$ cat config.mk
export PLATFORM = sky130hd
export DESIGN_NAME = subnet_announce_round_tracker_flat
export DESIGN_NICKNAME = d
export VERILOG_FILES = /design/src/sv/sart_pkg.sv /design/src/sv/sart_if.sv /design/src/sv/sart_regs.sv /design/src/sv/sart_ctrl.sv /design/src/sv/sart_dp.sv /design/src/sv/subnet_announce_round_tracker.sv /design/src/flat_wrapper.sv
export SDC_FILE = /design/constraint.sdc
export NUM_CORES = 1
export LEC_CHECK = 0
export ABC_AREA = 1
export BUFFER_PORTS_ARGS = -buffer_cell sky130_fd_sc_hd__buf_2
export CORE_MARGIN = 2
export CORE_UTILIZATION = 35
export CTS_BUF_LIST = sky130_fd_sc_hd__clkbuf_16
export DETAILED_ROUTE_END_ITERATION = 16
export PLACE_DENSITY = 0.57
export SLEW_MARGIN = 0
export SYNTH_ARGS = -nofsm -noshare
export SYNTH_HDL_FRONTEND = slang
export SYNTH_SLANG_ARGS = --single-unit
$ cat constraint.sdc
create_clock -name clk_i -period 11.84 [get_ports clk_i]
set_clock_uncertainty 0.15 [all_clocks]
set_input_delay 0 -clock clk_i [delete_from_list [all_inputs] [get_ports clk_i]]
set_output_delay 0 -clock clk_i [all_outputs]
set_load 0.05 [all_outputs]
$ cat src/sv/sart_pkg.sv
// ----------------------------------------------------------------------------
// sart_pkg
// Shared types, constants and helpers of the subnet announce round tracker.
// ----------------------------------------------------------------------------
`default_nettype none

package sart_pkg;

  localparam int unsigned PEERS_DEF  = 4;
  localparam int unsigned ADDR_W     = 64;
  localparam int unsigned ADDR_BYTES = ADDR_W / 8;
  localparam int unsigned CNT_W      = 8;
  localparam int unsigned NBYTES_W   = 4;
  localparam int unsigned APB_AW     = 6;
  localparam int unsigned APB_DW     = 64;

  localparam logic [CNT_W-1:0]    OWN_SUBNETS_RST = 8'd1;
  localparam logic [NBYTES_W-1:0] ADDR_BYTES_RST  = 4'd8;
  localparam logic [CNT_W-1:0]    ANN_ROUNDS_RST  = 8'd3;

  typedef enum logic [2:0] {
    REG_OWN_SUBNETS,
    REG_OWN_ADDR,
    REG_ADDR_BYTES,
    REG_ANN_ROUNDS,
    REG_KEEP_HW
  } reg_idx_e;

  typedef enum logic [1:0] {
    ACT_NONE,
    ACT_ANNOUNCE,
    ACT_DONE
  } action_e;

  typedef struct packed {
    logic [CNT_W-1:0]    own_subnets;
    logic [ADDR_W-1:0]   own_addr;
    logic [NBYTES_W-1:0] addr_bytes;
    logic [CNT_W-1:0]    ann_rounds;
    logic                keep_hw;
  } cfg_t;

  typedef struct packed {
    logic load;  // latch the accepted word
    logic exec;  // update state and write the result register
  } cmd_t;

  // Mask of the significant leading bytes; zero counts as one, above eight as eight.
  function automatic logic [ADDR_W-1:0] addr_mask(input logic [NBYTES_W-1:0] nbytes);
    logic [NBYTES_W-1:0] n;
    logic [ADDR_W-1:0]   m;
    n = nbytes;
    if (n == '0) n = NBYTES_W'(1);
    if (n > NBYTES_W'(ADDR_BYTES)) n = NBYTES_W'(ADDR_BYTES);
    for (int k = 0; k < ADDR_BYTES; k++) begin
      m[ADDR_W-1-8*k -: 8] = (NBYTES_W'(k) < n) ? 8'hFF : 8'h00;
    end
    return m;
  endfunction

endpackage

`default_nettype wire

$ cat src/sv/sart_if.sv
// ----------------------------------------------------------------------------
// sart_if
// Valid/ready channels carrying input items and result items.
// ----------------------------------------------------------------------------
`default_nettype none

interface sart_in_if;
  logic                          valid;
  logic                          ready;
  logic                          kind;
  logic [sart_pkg::ADDR_W-1:0]   sender_address;
  logic                          address_ok;
  logic [sart_pkg::CNT_W-1:0]    peer_subnets;

  modport source (output valid, kind, sender_address, address_ok, peer_subnets,
                  input ready);
  modport sink   (input valid, kind, sender_address, address_ok, peer_subnets,
                  output ready);
endinterface

interface sart_out_if;
  logic                       valid;
  logic                       ready;
  logic [1:0]                 action;
  logic [sart_pkg::CNT_W-1:0] announce_count;
  logic [sart_pkg::CNT_W-1:0] total_subnets;
  logic [sart_pkg::CNT_W-1:0] start_index;

  modport source (output valid, action, announce_count, total_subnets, start_index,
                  input ready);
  modport sink   (input valid, action, announce_count, total_subnets, start_index,
                  output ready);
endinterface

`default_nettype wire

$ cat src/sv/sart_regs.sv
// ----------------------------------------------------------------------------
// sart_regs
// APB configuration registers, 64-bit data, register i at byte address 8*i.
// ----------------------------------------------------------------------------
`default_nettype none

module sart_regs (
  input  wire logic                          clk_i,
  input  wire logic                          rst_ni,
  input  wire logic                          psel,
  input  wire logic                          penable,
  input  wire logic                          pwrite,
  input  wire logic [sart_pkg::APB_AW-1:0]   paddr,
  input  wire logic [sart_pkg::APB_DW-1:0]   pwdata,
  output logic      [sart_pkg::APB_DW-1:0]   prdata,
  output logic                               pready,
  output sart_pkg::cfg_t                     cfg_o
);

  sart_pkg::cfg_t     cfg_q;
  sart_pkg::reg_idx_e idx;
  logic               wr;

  assign pready = 1'b1;
  assign wr     = psel && penable && pwrite;
  assign idx    = sart_pkg::reg_idx_e'(paddr[sart_pkg::APB_AW-1:3]);
  assign cfg_o  = cfg_q;

  always_ff @(posedge clk_i or negedge rst_ni) begin
    if (!rst_ni) begin
      cfg_q.own_subnets <= sart_pkg::OWN_SUBNETS_RST;
      cfg_q.own_addr    <= '0;
      cfg_q.addr_bytes  <= sart_pkg::ADDR_BYTES_RST;
      cfg_q.ann_rounds  <= sart_pkg::ANN_ROUNDS_RST;
      cfg_q.keep_hw     <= 1'b0;
    end else if (wr) begin
      unique case (idx)
        sart_pkg::REG_OWN_SUBNETS: cfg_q.own_subnets <= pwdata[sart_pkg::CNT_W-1:0];
        sart_pkg::REG_OWN_ADDR:    cfg_q.own_addr    <= pwdata[sart_pkg::ADDR_W-1:0];
        sart_pkg::REG_ADDR_BYTES:  cfg_q.addr_bytes  <= pwdata[sart_pkg::NBYTES_W-1:0];
        sart_pkg::REG_ANN_ROUNDS:  cfg_q.ann_rounds  <= pwdata[sart_pkg::CNT_W-1:0];
        sart_pkg::REG_KEEP_HW:     cfg_q.keep_hw     <= pwdata[0];
        default: ;
      endcase
    end
  end

  always_comb begin
    prdata = '0;
    unique case (idx)
      sart_pkg::REG_OWN_SUBNETS: prdata = sart_pkg::APB_DW'(cfg_q.own_subnets);
      sart_pkg::REG_OWN_ADDR:    prdata = sart_pkg::APB_DW'(cfg_q.own_addr);
      sart_pkg::REG_ADDR_BYTES:  prdata = sart_pkg::APB_DW'(cfg_q.addr_bytes);
      sart_pkg::REG_ANN_ROUNDS:  prdata = sart_pkg::APB_DW'(cfg_q.ann_rounds);
      sart_pkg::REG_KEEP_HW:     prdata = sart_pkg::APB_DW'(cfg_q.keep_hw);
      default:                   prdata = '0;
    endcase
  end

endmodule

`default_nettype wire

$ cat src/sv/sart_ctrl.sv
// ----------------------------------------------------------------------------
// sart_ctrl
// Sequencer: latch a word, run the update, hand the result downstream.
// ----------------------------------------------------------------------------
`default_nettype none

module sart_ctrl (
  input  wire logic     clk_i,
  input  wire logic     rst_ni,
  input  wire logic     in_valid_i,
  output logic          in_ready_o,
  output logic          out_valid_o,
  input  wire logic     out_ready_i,
  output sart_pkg::cmd_t cmd_o
);

  typedef enum logic {
    S_IDLE,
    S_EXEC
  } state_e;

  state_e state_q, state_d;
  logic   out_valid_q, out_valid_d;
  logic   slot_free;

  assign in_ready_o  = (state_q == S_IDLE);
  assign out_valid_o = out_valid_q;
  // The result register frees up in the same cycle it is drained.
  assign slot_free   = !out_valid_q || out_ready_i;

  always_comb begin
    cmd_o.load  = in_valid_i && (state_q == S_IDLE);
    cmd_o.exec  = (state_q == S_EXEC) && slot_free;
    state_d     = state_q;
    out_valid_d = out_valid_q && !out_ready_i;
    unique case (state_q)
      S_IDLE: if (in_valid_i) state_d = S_EXEC;
      S_EXEC: begin
        if (slot_free) begin
          state_d     = S_IDLE;
          out_valid_d = 1'b1;
        end
      end
      default: state_d = S_IDLE;
    endcase
  end

  always_ff @(posedge clk_i or negedge rst_ni) begin
    if (!rst_ni) begin
      state_q     <= S_IDLE;
      out_valid_q <= 1'b0;
    end else begin
      state_q     <= state_d;
      out_valid_q <= out_valid_d;
    end
  end

endmodule

`default_nettype wire

$ cat src/sv/sart_dp.sv
// ----------------------------------------------------------------------------
// sart_dp
// Peer table, round counters, high-water mark and result register.
// ----------------------------------------------------------------------------
`default_nettype none

module sart_dp #(
  parameter int unsigned Peers = sart_pkg::PEERS_DEF
) (
  input  wire logic                        clk_i,
  input  wire logic                        rst_ni,
  input  wire sart_pkg::cmd_t              cmd_i,
  input  wire sart_pkg::cfg_t              cfg_i,
  input  wire logic                        kind_i,
  input  wire logic [sart_pkg::ADDR_W-1:0] sender_address_i,
  input  wire logic                        address_ok_i,
  input  wire logic [sart_pkg::CNT_W-1:0]  peer_subnets_i,
  output logic      [1:0]                  action_o,
  output logic      [sart_pkg::CNT_W-1:0]  announce_count_o,
  output logic      [sart_pkg::CNT_W-1:0]  total_subnets_o,
  output logic      [sart_pkg::CNT_W-1:0]  start_index_o
);

  localparam int unsigned AW = sart_pkg::ADDR_W;
  localparam int unsigned CW = sart_pkg::CNT_W;

  // Latched word
  logic          kind_q;
  logic [AW-1:0] sender_q;
  logic          addr_ok_q;
  logic [CW-1:0] count_q;

  // Round state
  logic [Peers-1:0] peer_valid_q, peer_valid_d;
  logic [AW-1:0]    peer_addr_q [Peers];
  logic [CW-1:0]    total_q, total_d;
  logic [CW-1:0]    offset_q, offset_d;
  logic [CW-1:0]    rounds_q, rounds_d;
  logic [CW-1:0]    saved_total_q, saved_total_d;
  logic [CW-1:0]    saved_offset_q, saved_offset_d;

  // Result register
  sart_pkg::action_e action_q, action_d;
  logic [CW-1:0]     acount_q, acount_d;
  logic [CW-1:0]     rtotal_q, rtotal_d;
  logic [CW-1:0]     rstart_q, rstart_d;

  logic [AW-1:0]    mask, sender_m, own_m;
  logic [Peers-1:0] free_sel, wr_en;
  logic             dup, found;

  assign mask     = sart_pkg::addr_mask(cfg_i.addr_bytes);
  assign sender_m = sender_q & mask;
  assign own_m    = cfg_i.own_addr & mask;

  // Match every valid entry in parallel; pick the highest free entry.
  always_comb begin
    dup      = 1'b0;
    found    = 1'b0;
    free_sel = '0;
    for (int i = Peers - 1; i >= 0; i--) begin
      if (!peer_valid_q[i]) begin
        free_sel[i] = !found;
        found       = 1'b1;
      end else if ((peer_addr_q[i] & mask) == sender_m) begin
        dup = 1'b1;
      end
    end
  end

  always_comb begin
    peer_valid_d   = peer_valid_q;
    total_d        = total_q;
    offset_d       = offset_q;
    rounds_d       = rounds_q;
    saved_total_d  = saved_total_q;
    saved_offset_d = saved_offset_q;
    wr_en          = '0;
    action_d       = sart_pkg::ACT_NONE;
    acount_d       = '0;
    rtotal_d       = '0;
    rstart_d       = '0;

    if (!kind_q) begin
      if (addr_ok_q && !dup) begin
        wr_en        = free_sel;
        peer_valid_d = peer_valid_q | free_sel;
        if (sender_m != own_m) begin
          total_d = total_q + count_q;
          if (sender_m < own_m) offset_d = offset_q + count_q;
        end
      end
    end else if (rounds_q != '0) begin
      rounds_d = rounds_q - CW'(1);
      action_d = sart_pkg::ACT_ANNOUNCE;
      acount_d = cfg_i.own_subnets;
    end else begin
      action_d = sart_pkg::ACT_DONE;
      rtotal_d = total_q;
      rstart_d = offset_q;
      if (cfg_i.keep_hw) begin
        if (total_q < saved_total_q) begin
          rtotal_d = saved_total_q;
          rstart_d = saved_offset_q;
        end else begin
          saved_total_d  = total_q;
          saved_offset_d = offset_q;
        end
      end
      // Open a new round
      peer_valid_d = '0;
      total_d      = cfg_i.own_subnets;
      offset_d     = '0;
      rounds_d     = cfg_i.ann_rounds;
    end
  end

  always_ff @(posedge clk_i) begin
    if (cmd_i.load) begin
      kind_q    <= kind_i;
      sender_q  <= sender_address_i;
      addr_ok_q <= address_ok_i;
      count_q   <= peer_subnets_i;
    end
    if (cmd_i.exec) begin
      action_q <= action_d;
      acount_q <= acount_d;
      rtotal_q <= rtotal_d;
      rstart_q <= rstart_d;
    end
  end

  always_ff @(posedge clk_i) begin
    for (int i = 0; i < Peers; i++) begin
      if (cmd_i.exec && wr_en[i]) peer_addr_q[i] <= sender_q;
    end
  end

  always_ff @(posedge clk_i or negedge rst_ni) begin
    if (!rst_ni) begin
      peer_valid_q   <= '0;
      total_q        <= sart_pkg::OWN_SUBNETS_RST;
      offset_q       <= '0;
      rounds_q       <= sart_pkg::ANN_ROUNDS_RST;
      saved_total_q  <= '0;
      saved_offset_q <= '0;
    end else if (cmd_i.exec) begin
      peer_valid_q   <= peer_valid_d;
      total_q        <= total_d;
      offset_q       <= offset_d;
      rounds_q       <= rounds_d;
      saved_total_q  <= saved_total_d;
      saved_offset_q <= saved_offset_d;
    end
  end

  assign action_o         = action_q;
  assign announce_count_o = acount_q;
  assign total_subnets_o  = rtotal_q;
  assign start_index_o    = rstart_q;

endmodule

`default_nettype wire

$ cat src/sv/subnet_announce_round_tracker.sv
// ----------------------------------------------------------------------------
// subnet_announce_round_tracker
// Tracks peer subnet announcements and round timeouts on the upstream link.
// ----------------------------------------------------------------------------
// Flow: an accepted word is latched, then the update on the peer table and counters
//   writes the result register (held off while the result register is stalled);
//   no new word is accepted until that update has been done.
// Reset: configuration and round registers return to their defaults, the peer table
//   is empty at once (valid bits cleared), no clearing pass.
`default_nettype none

module subnet_announce_round_tracker #(
  parameter int unsigned PEERS = sart_pkg::PEERS_DEF
) (
  input  wire logic                        clk_i,
  input  wire logic                        rst_ni,
  sart_in_if.sink                          in_i,
  sart_out_if.source                       out_o,
  input  wire logic                        psel,
  input  wire logic                        penable,
  input  wire logic                        pwrite,
  input  wire logic [sart_pkg::APB_AW-1:0] paddr,
  input  wire logic [sart_pkg::APB_DW-1:0] pwdata,
  output logic      [sart_pkg::APB_DW-1:0] prdata,
  output logic                             pready
);

  sart_pkg::cfg_t cfg;
  sart_pkg::cmd_t cmd;

  sart_regs u_regs (
    .clk_i   (clk_i),
    .rst_ni  (rst_ni),
    .psel    (psel),
    .penable (penable),
    .pwrite  (pwrite),
    .paddr   (paddr),
    .pwdata  (pwdata),
    .prdata  (prdata),
    .pready  (pready),
    .cfg_o   (cfg)
  );

  sart_ctrl u_ctrl (
    .clk_i       (clk_i),
    .rst_ni      (rst_ni),
    .in_valid_i  (in_i.valid),
    .in_ready_o  (in_i.ready),
    .out_valid_o (out_o.valid),
    .out_ready_i (out_o.ready),
    .cmd_o       (cmd)
  );

  sart_dp #(
    .Peers (PEERS)
  ) u_dp (
    .clk_i            (clk_i),
    .rst_ni           (rst_ni),
    .cmd_i            (cmd),
    .cfg_i            (cfg),
    .kind_i           (in_i.kind),
    .sender_address_i (in_i.sender_address),
    .address_ok_i     (in_i.address_ok),
    .peer_subnets_i   (in_i.peer_subnets),
    .action_o         (out_o.action),
    .announce_count_o (out_o.announce_count),
    .total_subnets_o  (out_o.total_subnets),
    .start_index_o    (out_o.start_index)
  );

  // A result only appears after an update cycle.
  assert property (@(posedge clk_i) disable iff (!rst_ni)
    $rose(out_o.valid) |-> $past(cmd.exec))
    else $error("result valid without an update cycle");

  // One word at a time: no accept right after an accept.
  assert property (@(posedge clk_i) disable iff (!rst_ni)
    (in_i.valid && in_i.ready) |=> !in_i.ready)
    else $error("word accepted while one is in flight");

  // An announcement word yields an all-zero result.
  assert property (@(posedge clk_i) disable iff (!rst_ni)
    (out_o.valid && out_o.action == sart_pkg::ACT_NONE) |->
      (out_o.announce_count == '0 && out_o.total_subnets == '0 &&
       out_o.start_index == '0))
    else $error("nonzero fields on an empty result");

  // A send request carries no round result.
  assert property (@(posedge clk_i) disable iff (!rst_ni)
    (out_o.valid && out_o.action == sart_pkg::ACT_ANNOUNCE) |->
      (out_o.total_subnets == '0 && out_o.start_index == '0))
    else $error("round fields set on a send request");

endmodule

`default_nettype wire
$ cat src/flat_wrapper.sv
// flat-port wrapper written by rule: the top's interface ports become plain ports
module subnet_announce_round_tracker_flat 
#(
  parameter int unsigned PEERS = sart_pkg::PEERS_DEF
)
  (clk_i, rst_ni, psel, penable, pwrite, paddr, pwdata, prdata, pready, in_i_valid, in_i_kind, in_i_sender_address, in_i_address_ok, in_i_peer_subnets, in_i_ready, out_o_valid, out_o_action, out_o_announce_count, out_o_total_subnets, out_o_start_index, out_o_ready);
  sart_in_if in_i_i ();
  sart_out_if out_o_i ();
  input  wire logic clk_i;
  input  wire logic rst_ni;
  input  wire logic psel;
  input  wire logic penable;
  input  wire logic pwrite;
  input  wire logic [sart_pkg::APB_AW-1:0] paddr;
  input  wire logic [sart_pkg::APB_DW-1:0] pwdata;
  output logic      [sart_pkg::APB_DW-1:0] prdata;
  output logic pready;
  input wire logic [$bits(in_i_i.valid)-1:0] in_i_valid;
  input wire logic [$bits(in_i_i.kind)-1:0] in_i_kind;
  input wire logic [$bits(in_i_i.sender_address)-1:0] in_i_sender_address;
  input wire logic [$bits(in_i_i.address_ok)-1:0] in_i_address_ok;
  input wire logic [$bits(in_i_i.peer_subnets)-1:0] in_i_peer_subnets;
  output wire logic [$bits(in_i_i.ready)-1:0] in_i_ready;
  output wire logic [$bits(out_o_i.valid)-1:0] out_o_valid;
  output wire logic [$bits(out_o_i.action)-1:0] out_o_action;
  output wire logic [$bits(out_o_i.announce_count)-1:0] out_o_announce_count;
  output wire logic [$bits(out_o_i.total_subnets)-1:0] out_o_total_subnets;
  output wire logic [$bits(out_o_i.start_index)-1:0] out_o_start_index;
  input wire logic [$bits(out_o_i.ready)-1:0] out_o_ready;
  assign in_i_i.valid = in_i_valid;
  assign in_i_i.kind = in_i_kind;
  assign in_i_i.sender_address = in_i_sender_address;
  assign in_i_i.address_ok = in_i_address_ok;
  assign in_i_i.peer_subnets = in_i_peer_subnets;
  assign in_i_ready = in_i_i.ready;
  assign out_o_valid = out_o_i.valid;
  assign out_o_action = out_o_i.action;
  assign out_o_announce_count = out_o_i.announce_count;
  assign out_o_total_subnets = out_o_i.total_subnets;
  assign out_o_start_index = out_o_i.start_index;
  assign out_o_i.ready = out_o_ready;
  subnet_announce_round_tracker #(.PEERS(PEERS)) u_core (.clk_i(clk_i), .rst_ni(rst_ni), .in_i(in_i_i), .out_o(out_o_i), .psel(psel), .penable(penable), .pwrite(pwrite), .paddr(paddr), .pwdata(pwdata), .prdata(prdata), .pready(pready));
endmodule
==> flow_summary.toml, run 1 <==
[job]
maxCapViolCount = 0

[yosys]
yosysTopAreaCell = "edfxtp_1"
netlist_area_um2 = 24000
synth_edf_count = 356
ys_types = 52
synth_flop_cell = "edfxtp_1"
yosysTopAreaCellShare_pct = 44.6
synth_top_family_by_area = "simple AND/OR/NAND/NOR gates"
synthMuxAreaShare_pct = 0.188
synth-adder-area-share_pct = 4.66
synth_area_leaders = "edfxtp_1 45%, dfrtp_1 13%, nand2_1 10%, inv_1 5.2%, ha_1 4.5%"
syn_inst = 2493
syn_nets = 2732
synth-seq-cells = 487
post_synth_and_or_nand_nor_area_fraction_pct = 17.7
synth_compound_area_share_pct = 7.39
avgSynthCellArea_um2 = 9.61
synthArstFlopShare_pct = 26.9
ys_seq_area_share_pct = 58.3
synth_warnings = 0
yosys.area_share.xor_xnor_pct = 4.72

[routing]
drt-pass1-iter-count = 6
via_count = 18500
drt-total-wl_mm = 64.2
via_per_inst = 4.71
wl_per_cell_um = 16.4
drc = 0
drt_iter0_drc = 1333
final_antenna_net_count = 0

[setup_path]
worstSetupEndpointType = "flip-flop"
crit_fanout = 29
r2r-end = "u_core.u_dp.total_q[1]"
reg2reg_slack_ps = 6700
crit_start = "u_core.u_regs.cfg_o[12]"
worstPathRequired_ps = 12220
critPathKind = "reg -> reg"
arrival_ps = 5520
critPathLaunchType = "flip-flop"
r2r-start = "u_core.u_regs.cfg_o[12]"
r2r_cells = 17

[pwr]
p_leak_nw = 13.5
netSwitchingFraction_pct = 35.0
ir_drop_v = 0.000109
p_clk_share_pct = 29.7
p_sw_mw = 1.97
p_seq_share_pct = 42.6
p_int_mw = 3.67
power.density_nw_per_um2 = 184
combinationalPowerShare_pct = 27.7

[die]
coreArea_um2 = 67500
dieHeight_um = 266
io_pins = 244
rows = 95
die-area_um2 = 70600
chipWidth_um = 266
start_util_pct = 35.5

[global_routing]
grt_pass1_vias = 18600
grtUsageMet3_pct = 2.46
grt_use_met2_pct = 31.8
antenna_found_initial = 1
grt_util_met1_pct = 23.4
grt_max_degree = 113
grt_usage_pct = 18.2
grt_overflow = 0
grt_pass1_wl_mm = 100
grt-busiest-layer = "met2"

[timing]
final-setup-viol-count = 0
setup-tns-final_ps = 0
worst_slew_pin_slew_ps = 1130
finalCritPeriodShare_pct = 43.4
hold_violations = 0
rsz0062_at_grt = "false"
period_needed_ps = 5140
fmax_mhz = 195
final_max_slew_viol_count = 0
slew-limit-headroom_pct = 24.5

[final_layout]
design_area_um2 = 30600
final_cell_mix = "640 x nand2_1, 356 x edfxtp_1, 337 x inv_1"
drive_above_1_share_pct = 13.2
syn_to_final_growth_pct = 27.9
diodes = 0
final_common_cell = "nand2_1"
layout.nets = 3242

[cts]
cts-root-buf = "clkbuf_16"
clock_latency_ps = 610
h-tree-depth = 2
cts_tree = "yes"
cts_resized = 0
cts_sinks = 487
clockBufferDepth = 3
clk_pin_slew_worst_paths_ps = 60
numCtsBuffers = 54

[hold_path]
hold_end = "u_core.u_dp.sender_q[2]"
worstHoldStart = "in_i_sender_address[2]"
min_path_cells = 2
hold_class = "in -> reg"

[placed_design]
dp_hpwl_mm = 43.0
gp_congestion = 0.860
portBuffers = 239
place_area_um2 = 26000

[run_status]
status = "completed"
-- layout make-up --
| class | instances | area (um2) |
|---|---|---|
| Fill cell | 6242 | 36900 |
| Sequential cell | 487 | 14000 |
| Multi-Input combinational cell | 1582 | 8340 |
| Timing Repair Buffer | 537 | 4170 |
| Clock buffer | 54 | 1350 |
| Inverter | 341 | 1290 |
| Tap cell | 873 | 1090 |
| Clock inverter | 47 | 418 |
-- cells by family (layout without fill, tap and decap cells) --
group                    after synthesis  in the layout
AND/OR/NAND/NOR                     1042           1042
flip-flops                           487            487
buffers and inverters                424            979
AO/OA/AOI/OAI                        318            318
XOR/XNOR                             129            129
adder cells (fa/ha/maj)               88             88
multiplexers                           4              4
other                                  1              1
-- critical path, stage by stage, from the launching register on --
cell and delay (ps):
dfstp_2 560, nor2_2 730, nand2_2 510, inv_4 300, nor2_2 80, ha_1 300
nand2_1 50, inv_1 80, nand3_1 80, nor3_1 240, nand2_1 170, nor4_1 630
nand4_1 290, nand2_1 150, nand2_2 200, nand2_2 330, nand2_1 120, o21ai_2 80
-- layer usage --
| metal | wire length [um] | up-vias |
|---|---|---|
| met1 | 28400 | 8829 |
| met5 | 13 | - |
| met4 | 1660 | 2 |
| met3 | 2640 | 110 |
| met2 | 31500 | 416 |
| li1 | - | 9129 |
-- power groups by stage --
stage | logic [mW] | clock network (mW) | registers (mW)
global route | 1.77 | 1.78 | 2.44
detailed placement | 1.47 | 0 | 2.44
floorplan | 1.03 | 0 | 2.43
global placement | 1.42 | 0 | 2.43
finish | 1.56 | 1.68 | 2.41
CTS | 1.56 | 1.71 | 2.41
-- worst max-delay path by stage --
stage / slack, ps / endpoint / cells after the start
after CTS: 6700 / u_core.u_dp.total_q[1] / 17
final: 6700 / u_core.u_dp.total_q[1] / 17
after floorplan: 3450 / u_core.u_dp.peer_addr_q[1][0] / 12
after detailed placement: 6700 / u_core.u_dp.total_q[1] / 17
after global routing: 6370 / u_core.u_dp.total_q[1] / 17
after global placement: 6710 / u_core.u_dp.total_q[2] / 17
-- flip-flops by register name, indices dropped and copies added (netlist names), 8 cells and up --
name                          flops
u_core.u_dp.peer_addr_q         256
u_core.u_dp.count_q               8
u_core.u_dp.saved_offset_q        8
u_core.u_dp.sender_q             64
u_core.u_dp.saved_total_q         8
u_core.u_dp.offset_q              8
u_core.u_dp.announce_count_o      8
u_core.u_dp.start_index_o         8
u_core.u_dp.total_subnets_o       8
u_core.u_dp.rounds_q              8
u_core.u_regs.cfg_o              85
u_core.u_dp.total_q               8
-- cells in the mapped netlist (6+ instances only) --
master / count
a21oi_1: 88
nand2_1: 640
ha_1: 86
nor2_2: 15
edfxtp_1: 356
nor2_1: 261
nand3_1: 57
xor2_1: 30
nand3b_1: 6
dfstp_2: 7
o211ai_1: 26
buf_2: 11
dfrtp_1: 124
clkbuf_1: 56
inv_1: 329
nor3_1: 15
inv_2: 9
nand4_1: 21
o21ai_0: 171
buf_4: 9
xnor2_1: 99
nand2_2: 6
-- per-stage QoR --
stage,setup WS (ps),util (%),std cells,hold WS [ps],power [mW]
floorplan,3450,-,2493,-446,3.46
detailed placement,6700,38.5,3534,-43.6,3.92
global route,6370,45.4,3921,11.1,6.00
CTS,6700,45.4,3921,4.46,5.69
global placement,6710,38.5,3534,-51.6,3.85
finish,6700,45.4,3921,6.71,5.65
-- what timing repair did --
item	in CTS	in global routing
endpoints found under the hold margin	236	0
setup buffers	0	0
hold buffers	286	0
Note: power is estimated with default switching activity, not from simulation.
==> inputs of run 2 (changes only) <==
--- a/config.mk
+++ b/config.mk
@@ -11,7 +11,7 @@
 export CORE_UTILIZATION = 35
 export CTS_BUF_LIST = sky130_fd_sc_hd__clkbuf_16
 export DETAILED_ROUTE_END_ITERATION = 16
-export PLACE_DENSITY = 0.57
+export PLACE_DENSITY = 0.59
 export SLEW_MARGIN = 0
 export SYNTH_ARGS = -nofsm -noshare
 export SYNTH_HDL_FRONTEND = slang
==> constraint.sdc (replaced) <==
create_clock -name clk_i -period 4.7 [get_ports clk_i]
set_clock_uncertainty 0.15 [all_clocks]
set_input_delay 0 -clock clk_i [delete_from_list [all_inputs] [get_ports clk_i]]
set_output_delay 0 -clock clk_i [all_outputs]
set_load 0.05 [all_outputs]
==> run 2 against run 1 <==
Against the previous run: wire length grew 2.6%; combinational power grew to 2.5 times the previous value; maximum frequency grew 21%; highest routed layer is now met4.
==> flow_summary.toml, run 2 (same netlist as run 1, synthesis figures left out) <==
[die]
io_pins = 244
coreArea_um2 = 67500
start_util_pct = 35.5
dieHeight_um = 266
rows = 95
die-area_um2 = 70600
chipWidth_um = 266

[hold_path]
hold_class = "in -> reg"

[pwr]
p_sw_mw = 4.99
power.density_nw_per_um2 = 457
p_leak_nw = 13.5
combinationalPowerShare_pct = 28.4
p_int_mw = 8.91
p_clk_share_pct = 28.1
netSwitchingFraction_pct = 35.9
p_seq_share_pct = 43.5
ir_drop_v = 0.000330

[global_routing]
grt_pass1_vias = 18800
antenna_found_initial = 2
grt_max_degree = 121
grt_overflow = 0
grt_pass1_wl_mm = 103
grt_usage_pct = 18.6

[cts]
clockBufferDepth = 3
clock_latency_ps = 620
h-tree-depth = 2
cts_sinks = 487
cts-root-buf = "clkbuf_16"
numCtsBuffers = 54
clk_pin_slew_worst_paths_ps = 70
cts_tree = "yes"

[final_layout]
largest_reg_flops = 256
n_fill_cell = 6248
layout.nets = 3233
syn_to_final_growth_pct = 27.0
drive_above_1_share_pct = 13.3
final_cell_mix = "640 x nand2_1, 356 x edfxtp_1, 349 x inv_1"
regMostFlops = "u_core.u_dp.peer_addr_q"
instances_no_fill = 3912
design_area_um2 = 30400
diodes = 0
final_common_cell = "nand2_1"

[routing]
drt-pass1-iter-count = 5
final_antenna_net_count = 0
via_count = 18600
via_per_inst = 4.75
drt-total-wl_mm = 65.9
wl_per_cell_um = 16.8
drt_iter0_drc = 1190
drc = 0

[timing]
hold_violations = 0
final_max_slew_viol_count = 0
worst_slew_pin_slew_ps = 1120
final-setup-viol-count = 0
rsz0062_at_grt = "false"
fmax_mhz = 236
slew-limit-headroom_pct = 25.6
finalCritPeriodShare_pct = 90.1
period_needed_ps = 4230

[setup_path]
worstPathRequired_ps = 5090
arrival_ps = 4620
crit_fanout = 16
reg2reg_slack_ps = 470
worstSetupEndpointType = "flip-flop"
critPathLaunchType = "flip-flop"
critPathKind = "reg -> reg"

[placed_design]
dp_hpwl_mm = 44.9
portBuffers = 239
gp_congestion = 0.883
place_area_um2 = 26100
dpl.cell_count = 3542

[run_status]
status = "completed"

[job]
maxCapViolCount = 0
-- run 2: power by group through the flow --
stage / combinational (mW) / sequential [mW] / clock (mW)
2_1_floorplan: 2.61 / 6.11 / 0
3_3_place_gp: 3.64 / 6.11 / 0
3_5_place_dp: 3.77 / 6.13 / 0
4_1_cts: 3.97 / 6.05 / 4.02
5_1_grt: 4.46 / 6.14 / 4.18
6_report: 3.95 / 6.05 / 3.90
-- run 2: path summary, 6_finish.rpt --
check                                        start                      end  cells after the start
setup / recovery           u_core.u_regs.cfg_o[12]   u_core.u_dp.total_q[1]                     18
hold / removal              in_i_sender_address[3]  u_core.u_dp.sender_q[3]                      2
setup reg to reg           u_core.u_regs.cfg_o[12]   u_core.u_dp.total_q[1]                     18
hold reg to reg            u_core.u_dp.rounds_q[2]  u_core.u_dp.rounds_q[2]                      2
max in group asynchronous                   rst_ni  u_core.u_regs.cfg_o[48]                      4
min in group asynchronous                   rst_ni  u_core.u_regs.cfg_o[12]                      3
-- run 2: critical path, stage by stage (launching register included) --
cell and delay, ps:
dfstp_2 630, inv_4 70, nand2_2 250, nand2_1 120, nand2_2 290, inv_1 200
nor2_1 140, ha_1 170, nand2_1 70, nor2_1 170, nand2_1 170, nor4_1 430
buf_4 230, nand4_1 200, nand2_1 170, nand2_2 190, nand2_2 300, nand2_1 100
o21ai_2 70
-- run 2: what timing repair did --
action                     4_1_cts  5_1_grt
hold endpoints to repair       251        0
setup endpoints to repair        0       16
hold buffers                   269        0
setup buffers                    0        0
gates resized for setup          0        1
-- run 2: routing by layer --
| metal | global-route usage [%] | vias up | part of all wire (%) | routed length, um |
|---|---|---|---|---|
| li1 | - | 9120 | - | - |
| met1 | 23.1 | 8857 | 42 | 27900 |
| met2 | 32.7 | 491 | 50 | 32700 |
| met3 | 2.96 | 122 | 4.7 | 3090 |
| met4 | 6.53 | 0 | 3.4 | 2220 |
| met5 | 0 | - | 0 | 0 |
-- run 2: final cells by class --
cell class,instances,area (um2),share of cell area [%]
clock buffers,56,1400,4.60
clock inverters,45,211,0.695
inverters,341,1290,4.23
multi-input cells,1582,8360,27.5
flip-flops and latches,487,14000,45.9
well taps,873,1090,3.59
repair buffers,528,4100,13.5
-- run 2: metrics by stage --
stage,TNS [ps],power (mW),utilization [%],hold WS (ps),setup WS (ps)
floorplan,-137400,8.72,-,-446,-986
global placement,0,9.75,38.7,-15.5,230
detailed placement,0,9.90,38.7,-8.20,209
CTS,0,14.0,45.1,0.00411,183
global route,0,14.8,45.1,2.60,52.3
finish,0,13.9,45.1,16.5,467
==> inputs of run 3 (changes only) <==
--- a/config.mk
+++ b/config.mk
@@ -11,7 +11,7 @@
 export CORE_UTILIZATION = 35
 export CTS_BUF_LIST = sky130_fd_sc_hd__clkbuf_16
 export DETAILED_ROUTE_END_ITERATION = 16
-export PLACE_DENSITY = 0.59
+export PLACE_DENSITY = 0.57
 export SLEW_MARGIN = 0
 export SYNTH_ARGS = -nofsm -noshare
 export SYNTH_HDL_FRONTEND = slang
==> constraint.sdc (replaced) <==
create_clock -name clk_i -period 4.05 [get_ports clk_i]
set_clock_uncertainty 0.15 [all_clocks]
set_input_delay 0 -clock clk_i [delete_from_list [all_inputs] [get_ports clk_i]]
set_output_delay 0 -clock clk_i [all_outputs]
set_load 0.05 [all_outputs]
==> run 3 against run 2 <==
Against the previous run: via count increased by 1.1%; sequential power grew 17%; clock-buffer cell count unchanged; non-clock buffer count is 36 higher; wire length down 1.1%; clock power rose by 19%; hold slack gained 14 ps; largest cell class unchanged; highest routed layer unchanged.
==> flow_summary.toml, run 3 (same netlist as run 1, synthesis figures left out) <==
[final_layout]
drive_above_1_share_pct = 13.5
layout.nets = 3270
n_fill_cell = 6228
syn_to_final_growth_pct = 29.0
instances_no_fill = 3953
final_common_cell = "nand2_1"
regMostFlops = "u_core.u_dp.peer_addr_q"
largest_reg_flops = 256
final_cell_mix = "637 x nand2_1, 356 x edfxtp_1, 349 x inv_1"

[timing]
slew-limit-headroom_pct = 39.8
final_max_slew_viol_count = 0
fmax_mhz = 273
final-setup-viol-count = 0
hold-worst-slack_ps = 30.7
period_needed_ps = 3660
rsz0062_at_grt = "false"
hold_violations = 0
finalCritPeriodShare_pct = 90.4
worst_slew_pin_slew_ps = 900

[setup_path]
worstSetupEndpointType = "flip-flop"
crit_buf_inv = 3
crit_slowest_cell = "dfrtp_1"
crit_chain = "nand3_4, o21ai_4, inv_2, a21oi_2, nor2_1, nand3_1, nand2_1, nor2_2, nand2_2, inv_1, nand2_1, nor2_4, buf_4"
critPathKind = "reg -> reg"
crit_fanout = 15
crit_family = "simple AND/OR/NAND/NOR gates"
arrival_ps = 3800
critPathLaunchType = "flip-flop"
cpMostUsedCell = "nand2_1"
worstPathRequired_ps = 4190
crit_path_max_incr_delay_ps = 550

[die]
rows = 95
coreArea_um2 = 67500
io_pins = 244
start_util_pct = 35.5
die-area_um2 = 70600
chipWidth_um = 266
dieHeight_um = 266

[global_routing]
antenna_found_initial = 2
grt_overflow = 0
grt_max_degree = 69
grt-busiest-layer = "met2"
grtUsageMet3_pct = 2.28
grt_pass1_vias = 18900
grt_util_met1_pct = 23.1
grt_usage_pct = 18.4
grt_use_met2_pct = 32.2
grt_pass1_wl_mm = 102

[run_status]
status = "completed"

[cts]
post_cts_buffers = 0
cts_sinks = 487
clk_pin_slew_worst_paths_ps = 60
cts-root-buf = "clkbuf_16"
clockBufferDepth = 3
cts_tree = "yes"
h-tree-depth = 2
clock_latency_ps = 630
numCtsBuffers = 55

[pwr]
p_seq_share_pct = 43.2
ir_drop_v = 0.000354
p_sw_mw = 5.79
p_int_mw = 10.5
combinationalPowerShare_pct = 28.2
netSwitchingFraction_pct = 35.5
p_clk_share_pct = 28.6
p_leak_nw = 13.6
power.density_nw_per_um2 = 528

[routing]
via_count = 18800
final_antenna_net_count = 0
drc = 0
drt_iter0_drc = 1257
wl_per_cell_um = 16.5
drt-pass1-iter-count = 5
drt-total-wl_mm = 65.1
via_per_inst = 4.75

[job]
maxCapViolCount = 0

[hold_path]
hold_class = "in -> reg"

[placed_design]
gp_congestion = 0.890
portBuffers = 239
dp_hpwl_mm = 45.1
dpl.cell_count = 3552
## run 3: layout make-up
cell class | count | area (um2) | area share (%)
Inverter | 341 | 1290 | 4.17
Tap cell | 873 | 1090 | 3.53
Timing Repair Buffer | 564 | 4460 | 14.4
Sequential cell | 487 | 14000 | 45.2
Multi-Input combinational cell | 1582 | 8380 | 27.1
Clock inverter | 48 | 297 | 0.959
Antenna cell | 2 | 5.00 | 0.0162
Clock buffer | 56 | 1400 | 4.53
## run 3: final timing paths
kind / slack, ps / end / startpoint / cells past startpoint
max: 390 / u_core.u_dp.peer_addr_q[3][12] / u_core.u_regs.cfg_o[9] / 13
min: 30 / u_core.u_regs.cfg_o[63] / pwdata[50] / 4
max reg2reg: 390 / u_core.u_dp.peer_addr_q[3][12] / u_core.u_regs.cfg_o[9] / 13
min reg2reg: 340 / u_core.u_ctrl.out_valid_o / u_core.u_ctrl.out_valid_o / 2
max in group asynchronous: 2880 / u_core.u_regs.cfg_o[29] / rst_ni / 4
min in group asynchronous: 350 / u_core.u_regs.cfg_o[1] / rst_ni / 3
## run 3: metal layers
layer | share of wire [%] | wire [um] | up-vias
li1 | - | - | 9189
met1 | 43 | 27800 | 8966
met2 | 49 | 32000 | 485
met3 | 4.3 | 2790 | 147
met4 | 3.8 | 2500 | 0
met5 | 0 | 0 | -
## run 3: what timing repair did
action,4_1_cts,5_1_grt
setup endpoints to repair,0,16
resized for setup,0,1
hold endpoints to repair,309,0
hold buffers,295,0
## run 3: metrics by stage
| stage | area (um2) | util (%) | setup slack (ps) | setup TNS (ps) | total power, mW |
|---|---|---|---|---|---|
| after floorplan | 24000 | - | -233 | -21430 | 10.1 |
| after global placement | 26200 | 38.8 | 352 | 0 | 11.4 |
| after detailed placement | 26200 | 38.8 | 261 | 0 | 11.5 |
| after CTS | 30900 | 45.8 | 227 | 0 | 16.5 |
| after global routing | 30900 | 45.8 | 118 | 0 | 17.4 |
| final | 30900 | 45.8 | 387 | 0 | 16.3 |
## run 3: power groups by stage
stage	Sequential (mW)	Combinational (mW)	Clock [mW]
floorplan	7.09	3.05	0
global placement	7.12	4.23	0
detailed placement	7.15	4.36	0
CTS	7.06	4.61	4.80
global route	7.14	5.23	4.99
finish	7.05	4.60	4.66
## run 3: tightest hold or removal path, stage by stage
cell	delay [ps]
dlygate4sd3_1	520
buf_2	100
nand2_1	40
o21ai_0	80
